==> src/hw/rtl/tlt_pkg.sv <==
// Shared types and constants for the tilt angle CORDIC pipeline.
// No dependencies; used by the channel interfaces and the top level.
`default_nettype none

package tlt_pkg;

    localparam int AXIS_W   = 16;
    localparam int OUT_W    = 16;
    localparam int CORDIC_W = 28;  // x/y datapath, inputs scaled by 2^FRAC_BITS
    localparam int ACC_W    = 28;  // angle accumulator, 2^-16 degree units
    localparam int FRAC_BITS = 8;
    localparam int LUT_W    = 22;
    localparam int LUT_LEN  = 24;
    localparam int ROUND_SHIFT = 9;  // 2^-16 deg -> 2^-7 deg

    localparam logic signed [ACC_W-1:0] DEG90_Q16 = 28'sd5898240;
    localparam logic signed [OUT_W-1:0] DEG180_Q7 = 16'sd23040;

    // round(atan(2^-i) * 180/pi * 65536)
    localparam logic [LUT_W-1:0] ANGLE_LUT [LUT_LEN] = '{
        22'd2949120, 22'd1740967, 22'd919879, 22'd466945,
        22'd234379,  22'd117304,  22'd58666,  22'd29335,
        22'd14668,   22'd7334,    22'd3667,   22'd1833,
        22'd917,     22'd458,     22'd229,    22'd115,
        22'd57,      22'd29,      22'd14,     22'd7,
        22'd4,       22'd2,       22'd1,      22'd0
    };

    // Cases decided before the rotations, carried down the pipe.
    typedef enum logic [1:0] {
        SPEC_NONE,
        SPEC_ZERO,
        SPEC_HALF_TURN
    } spec_t;

endpackage

`default_nettype wire

==> src/hw/rtl/tlt_in_if.sv <==
// Input channel: one word is a pair of signed accelerometer axis readings.
// Depends on tlt_pkg for the field width.
`default_nettype none

interface tlt_in_if;
    logic                                valid;
    logic                                ready;
    logic signed [tlt_pkg::AXIS_W-1:0]   axis_a;
    logic signed [tlt_pkg::AXIS_W-1:0]   axis_b;

    modport source (output valid, output axis_a, output axis_b, input ready);
    modport sink   (input valid, input axis_a, input axis_b, output ready);
endinterface

`default_nettype wire

==> src/hw/rtl/tlt_out_if.sv <==
// Output channel: one word is a signed angle in 1/128 degree.
// Depends on tlt_pkg for the field width.
`default_nettype none

interface tlt_out_if;
    logic                               valid;
    logic                               ready;
    logic signed [tlt_pkg::OUT_W-1:0]   angle_deg_q7;

    modport source (output valid, output angle_deg_q7, input ready);
    modport sink   (input valid, input angle_deg_q7, output ready);
endinterface

`default_nettype wire

==> src/hw/rtl/tilt_angle_atan2_degrees.sv <==
// Four-quadrant atan2 in degrees by a pipelined vectoring CORDIC.
// Stages: one quadrant stage, one stage per micro-rotation, one rounding/output
// stage. Throughput one word per cycle while the skid entry is free.
// A two-entry output (register plus skid) decouples the pipe from the sink.
// rst_n asynchronously clears all valid bits; data registers are not reset.
// Depends on tlt_pkg, tlt_in_if, tlt_out_if.
`default_nettype none

module tilt_angle_atan2_degrees #(
    parameter int ITERATIONS = 16
) (
    input  wire         clk,
    input  wire         rst_n,
    tlt_in_if.sink      samples,
    tlt_out_if.source   angles
);

    localparam int CW = tlt_pkg::CORDIC_W;
    localparam int AW = tlt_pkg::ACC_W;
    localparam int OW = tlt_pkg::OUT_W;
    localparam int SW = AW + 1;

    logic signed [CW-1:0] x_reg   [ITERATIONS+1];
    logic signed [CW-1:0] y_reg   [ITERATIONS+1];
    logic signed [AW-1:0] acc_reg [ITERATIONS+1];
    tlt_pkg::spec_t       spec_reg [ITERATIONS+1];
    logic [ITERATIONS:0]  v_reg;

    logic                 adv;
    logic                 skid_valid_reg;
    logic signed [OW-1:0] skid_reg;
    logic                 out_valid_reg;
    logic signed [OW-1:0] out_reg;

    // Pipe moves whenever the skid entry is free.
    assign adv           = !skid_valid_reg;
    assign samples.ready = adv;

    // ---------------- quadrant pre-rotation ----------------
    logic signed [16:0]   a17, b17, x17, y17;
    logic signed [CW-1:0] x0_next, y0_next;
    logic signed [AW-1:0] acc0_next;
    tlt_pkg::spec_t       spec0_next;

    always_comb
    begin
        a17 = 17'(samples.axis_a);
        b17 = 17'(samples.axis_b);
        if (b17 < 0)
        begin
            if (a17 >= 0)
            begin
                x17       = a17;
                y17       = -b17;
                acc0_next = tlt_pkg::DEG90_Q16;
            end
            else
            begin
                x17       = -a17;
                y17       = b17;
                acc0_next = -tlt_pkg::DEG90_Q16;
            end
        end
        else
        begin
            x17       = b17;
            y17       = a17;
            acc0_next = '0;
        end
        x0_next = CW'(x17) <<< tlt_pkg::FRAC_BITS;
        y0_next = CW'(y17) <<< tlt_pkg::FRAC_BITS;

        if (a17 == 0 && b17 == 0)
            spec0_next = tlt_pkg::SPEC_ZERO;
        else if (a17 == 0 && b17 < 0)
            spec0_next = tlt_pkg::SPEC_HALF_TURN;
        else
            spec0_next = tlt_pkg::SPEC_NONE;
    end

    always_ff @(posedge clk)
    begin
        if (adv)
        begin
            x_reg[0]    <= x0_next;
            y_reg[0]    <= y0_next;
            acc_reg[0]  <= acc0_next;
            spec_reg[0] <= spec0_next;
        end
    end

    always_ff @(posedge clk or negedge rst_n)
    begin
        if (!rst_n)
            v_reg <= '0;
        else if (adv)
            v_reg <= {v_reg[ITERATIONS-1:0], samples.valid};
    end

    // ---------------- micro-rotations, one per stage ----------------
    for (genvar k = 0; k < ITERATIONS; k++)
    begin : g_rot
        logic signed [CW-1:0] xs, ys, x_next, y_next;
        logic signed [AW-1:0] step, acc_next;

        always_comb
        begin
            xs   = x_reg[k] >>> k;
            ys   = y_reg[k] >>> k;
            step = $signed({{(AW-tlt_pkg::LUT_W){1'b0}}, tlt_pkg::ANGLE_LUT[k]});
            if (!y_reg[k][CW-1])
            begin
                x_next   = x_reg[k] + ys;
                y_next   = y_reg[k] - xs;
                acc_next = acc_reg[k] + step;
            end
            else
            begin
                x_next   = x_reg[k] - ys;
                y_next   = y_reg[k] + xs;
                acc_next = acc_reg[k] - step;
            end
        end

        always_ff @(posedge clk)
        begin
            if (adv)
            begin
                x_reg[k+1]    <= x_next;
                y_reg[k+1]    <= y_next;
                acc_reg[k+1]  <= acc_next;
                spec_reg[k+1] <= spec_reg[k];
            end
        end
    end

    // ---------------- round, saturate, override ----------------
    logic signed [SW-1:0] rsum, rq;
    logic signed [OW-1:0] final_q;

    always_comb
    begin
        rsum = SW'(acc_reg[ITERATIONS]) + SW'(256);
        rq   = rsum >>> tlt_pkg::ROUND_SHIFT;
        if (rq > SW'(tlt_pkg::DEG180_Q7))
            final_q = tlt_pkg::DEG180_Q7;
        else if (rq < -SW'(tlt_pkg::DEG180_Q7))
            final_q = -tlt_pkg::DEG180_Q7;
        else
            final_q = rq[OW-1:0];

        case (spec_reg[ITERATIONS])
            tlt_pkg::SPEC_ZERO:      final_q = '0;
            tlt_pkg::SPEC_HALF_TURN: final_q = tlt_pkg::DEG180_Q7;
            default:                 ;
        endcase
    end

    // ---------------- output register + skid ----------------
    logic out_free;
    assign out_free = !out_valid_reg || angles.ready;

    always_ff @(posedge clk or negedge rst_n)
    begin
        if (!rst_n)
        begin
            out_valid_reg  <= 1'b0;
            skid_valid_reg <= 1'b0;
        end
        else if (out_free)
        begin
            if (skid_valid_reg)
            begin
                out_valid_reg  <= 1'b1;
                skid_valid_reg <= 1'b0;
            end
            else
                out_valid_reg <= v_reg[ITERATIONS];
        end
        else if (adv && v_reg[ITERATIONS])
            skid_valid_reg <= 1'b1;
    end

    always_ff @(posedge clk)
    begin
        if (out_free)
            out_reg <= skid_valid_reg ? skid_reg : final_q;
        else if (adv && v_reg[ITERATIONS])
            skid_reg <= final_q;
    end

    assign angles.valid        = out_valid_reg;
    assign angles.angle_deg_q7 = out_reg;

endmodule

`default_nettype wire

==> src/flat_wrapper.sv <==
// flat-port wrapper written by rule: the top's interface ports become plain ports
module tilt_angle_atan2_degrees_flat 
#(
    parameter int ITERATIONS = 16
)
  (clk, rst_n, samples_valid, samples_axis_a, samples_axis_b, samples_ready, angles_valid, angles_angle_deg_q7, angles_ready);
  tlt_in_if samples_i ();
  tlt_out_if angles_i ();
  input  wire clk;
  input  wire rst_n;
  input wire logic [$bits(samples_i.valid)-1:0] samples_valid;
  input wire logic [$bits(samples_i.axis_a)-1:0] samples_axis_a;
  input wire logic [$bits(samples_i.axis_b)-1:0] samples_axis_b;
  output wire logic [$bits(samples_i.ready)-1:0] samples_ready;
  output wire logic [$bits(angles_i.valid)-1:0] angles_valid;
  output wire logic [$bits(angles_i.angle_deg_q7)-1:0] angles_angle_deg_q7;
  input wire logic [$bits(angles_i.ready)-1:0] angles_ready;
  assign samples_i.valid = samples_valid;
  assign samples_i.axis_a = samples_axis_a;
  assign samples_i.axis_b = samples_axis_b;
  assign samples_ready = samples_i.ready;
  assign angles_valid = angles_i.valid;
  assign angles_angle_deg_q7 = angles_i.angle_deg_q7;
  assign angles_i.ready = angles_ready;
  tilt_angle_atan2_degrees #(.ITERATIONS(ITERATIONS)) u_core (.clk(clk), .rst_n(rst_n), .samples(samples_i), .angles(angles_i));
endmodule
==> config.mk <==
export PLATFORM = sky130hd
export DESIGN_NAME = tilt_angle_atan2_degrees_flat
export DESIGN_NICKNAME = d
export VERILOG_FILES = /design/src/hw/rtl/tlt_pkg.sv /design/src/hw/rtl/tlt_in_if.sv /design/src/hw/rtl/tlt_out_if.sv /design/src/hw/rtl/tilt_angle_atan2_degrees.sv /design/src/flat_wrapper.sv
export SDC_FILE = /design/constraint.sdc
export NUM_CORES = 2
export LEC_CHECK = 0
export BUFFER_PORTS_ARGS = -buffer_cell sky130_fd_sc_hd__buf_2
export CORE_AREA = 2 2 473 475
export CTS_CLUSTER_DIAMETER = 40
export DETAILED_ROUTE_END_ITERATION = 12
export DIE_AREA = 0 0 475 477
export PLACE_DENSITY = 0.57
export SYNTH_ARGS = -nofsm -noshare
export SYNTH_HDL_FRONTEND = slang
export SYNTH_SLANG_ARGS = --single-unit
==> constraint.sdc <==
create_clock -name clk -period 48 [get_ports clk]
set_clock_uncertainty 0.05 [all_clocks]
set_input_delay 7.2 -clock clk [delete_from_list [all_inputs] [get_ports clk]]
set_output_delay 7.2 -clock clk [all_outputs]
set_load 0.01 [all_outputs]
==> reports/results.tsv <==
metric	value	unit
status	finished, final reports clean	
postCtsHoldBufs	0	
drv_cap	0	
dp_slack	38.41	ns
maxSlewHeadroom	14.3	%
path_clk_slew	0.06	ns
fp.dieH	477	µm
grt_overflow_total	0	
wl	246	mm
layout-drive-gt1-share	6.38	%
setup_violations	0	
cts_root_buffer	clkbuf_16	
worstRegToRegCells	17	
layout_setup_ws	38.37	ns
viasPerCell	5.61	
grt_usage	21.3	%
synth_top_area_share	37.0	%
drt_iter0_drc	5197	
die_area	0.227	mm²
drt-wirelength-per-cell	18.2	µm
clk_path_buf_depth	3	
std_cell_rows	173	
initial_core_util	44.8	%
io_buffers	53	
ff2ff_setup_slack	42.36	ns
drc	0	
place_inst	13101	
grt_pass1_wl	392	mm
tns	0	ns
area_growth	11.8	%
synth_cells	10146	
first_global_vias	73296	
start_kind	flop	
layout.nets	11605	
yosysTopAreaCell	edfxtp_1	
r2r_end	u_core.y_reg[0][250]	
cts_tree	done	
die_w	475	µm
coreArea	0.221	mm²
rr_startpoint	u_core.x_reg[0][204]	
synth_area_leaders	edfxtp_1, ha_1, xnor2_1	
finalCritPeriodShare	20.1	%
synthArstFlopShare	1.53	%
critPathKind	flop to output port	
ctsHtreeMaxLevel	4	
ios	54	
largest_register_ffs	398	
grt_start_max_net_pins	160	
rsz0062_at_grt	false	
post_cts_buffers	0	
synth_cell_type_count	94	
cts_buffers	227	
grt_antenna_before_repair	2	
instances_no_fill	13533	
endpoint	samples_ready	
gp_congestion	0.899	
clock_latency	0.85	ns
finalHoldViolations	0	
ys_seq_elements	1240	
syn_area	0.0992	mm²
tightest_slew	1.27	ns
synth-seq-area-share	37.4	%
ctsResizeCount	0	
ant_nets	0	
finalCriticalPeriod	9.63	ns
hpwl	194	mm
cp.required	40.75	ns
final_max_slew_viol_count	0	
end_kind	output port	
synth-edff-count	1221	
max_freq	104	MHz
hp-class	flop to flop	
syn_nets	11396	
cp-startpoint	u_core.skid_valid_reg	
clkSinkCount	1240	
ys.flop_type	edfxtp_1	
first_pass_iters	6	
crit_arrival	2.38	ns
ys_warn_count	0	
path_max_fanout	80	
vias	75918	
post_synth.cell_area_avg	9.78	µm²
==> metal layers <==
layer	routed length [µm]	part of all wire, %	global-route usage [%]	vias up
met3	11500	4.7	3.13	341
met2	112000	45	34.3	1485
met4	6080	2.5	5.86	0
met5	0	0	0	-
li1	-	-	-	37998
met1	117000	47	29.8	36094
==> cell usage in the layout (no fill, tap or decap), types with 321 or more instances in the layout <==
cell / Yosys / routed
nand2_1: 508 / 508
a21oi_1: 961 / 961
a21o_1: 373 / 373
nor2_1: 1111 / 1111
inv_1: 426 / 426
xor2_1: 481 / 481
o21ai_0: 419 / 419
nor3_1: 321 / 321
ha_1: 1179 / 1179
edfxtp_1: 1221 / 1221
xnor2_1: 929 / 929
==> worst max-delay path, stage by stage, from the launching register on <==
cell and delay [ns]:
dfrtp_1 0.36, buf_4 0.27, inv_8 0.45, buf_2 0.35
==> cell type report <==
type / count / area (µm²)
clock inverters: 190 / 1920
well taps: 2975 / 3720
clock buffers: 241 / 5820
multi-input cells: 8347 / 60000
fillers: 20303 / 111000
diodes: 1 / 2.50
inverters: 432 / 1630
flip-flops and latches: 1240 / 37100
repair buffers: 107 / 683
==> stage by stage <==
stage	hold slack (ns)	util, %	instance area [µm²]
after global placement	0.354	46.6	103000
after CTS	0.369	50.1	111000
after global routing	0.369	50.1	111000
final	0.368	50.1	111000
after detailed placement	0.356	46.6	103000
after floorplan	0.350	-	99200
==> cells in the mapped netlist, types with 30 or more instances <==
library cell,instances
edfxtp_1,1221
or3_1,84
xor2_1,481
a211oi_1,82
nand2_1,508
o41ai_1,57
o211ai_1,43
nand3_1,134
a21o_1,373
or4_1,30
and3_1,93
or2_2,45
clkbuf_1,100
nor2b_1,154
inv_1,426
a21oi_1,961
o21a_1,186
and2_1,65
a31oi_1,107
a211o_1,34
fa_1,35
nand2b_1,134
nor4_1,74
o21bai_1,116
mux2_2,61
nor3_1,321
o31ai_1,47
nor2_1,1111
nand4_1,54
ha_1,1179
o21ai_0,419
xnor2_1,929
==> how the worst min path moves through the flow <==
stage / from / to / slack, ns / cells past startpoint
final: u_core.spec_reg[14][1] / u_core.spec_reg[15][1] / 0.37 / 0
after global routing: u_core.spec_reg[5][0] / u_core.spec_reg[6][0] / 0.37 / 0
after CTS: u_core.spec_reg[4][0] / u_core.spec_reg[5][0] / 0.37 / 0
after detailed placement: u_core.spec_reg[4][0] / u_core.spec_reg[5][0] / 0.36 / 0
after global placement: u_core.spec_reg[1][1] / u_core.spec_reg[2][1] / 0.35 / 0
after floorplan: u_core.acc_reg[0][141] / u_core.acc_reg[0][169] / 0.35 / 0
==> cells by family after synthesis <==
family	after synthesis	synth area share (%)
AO/OA/AOI/OAI	2746	17.7
adder cells (fa/ha/maj)	1214	15.6
other	1	0.00378
AND/OR/NAND/NOR	2892	13.8
flip-flops	1240	37.4
buffers and inverters	559	2.13
multiplexers	84	0.924
XOR/XNOR	1410	12.4
Power is left out: the tool's default activity adds up to more than one toggle a clock period on the data nets, which glitch-free logic cannot reach.
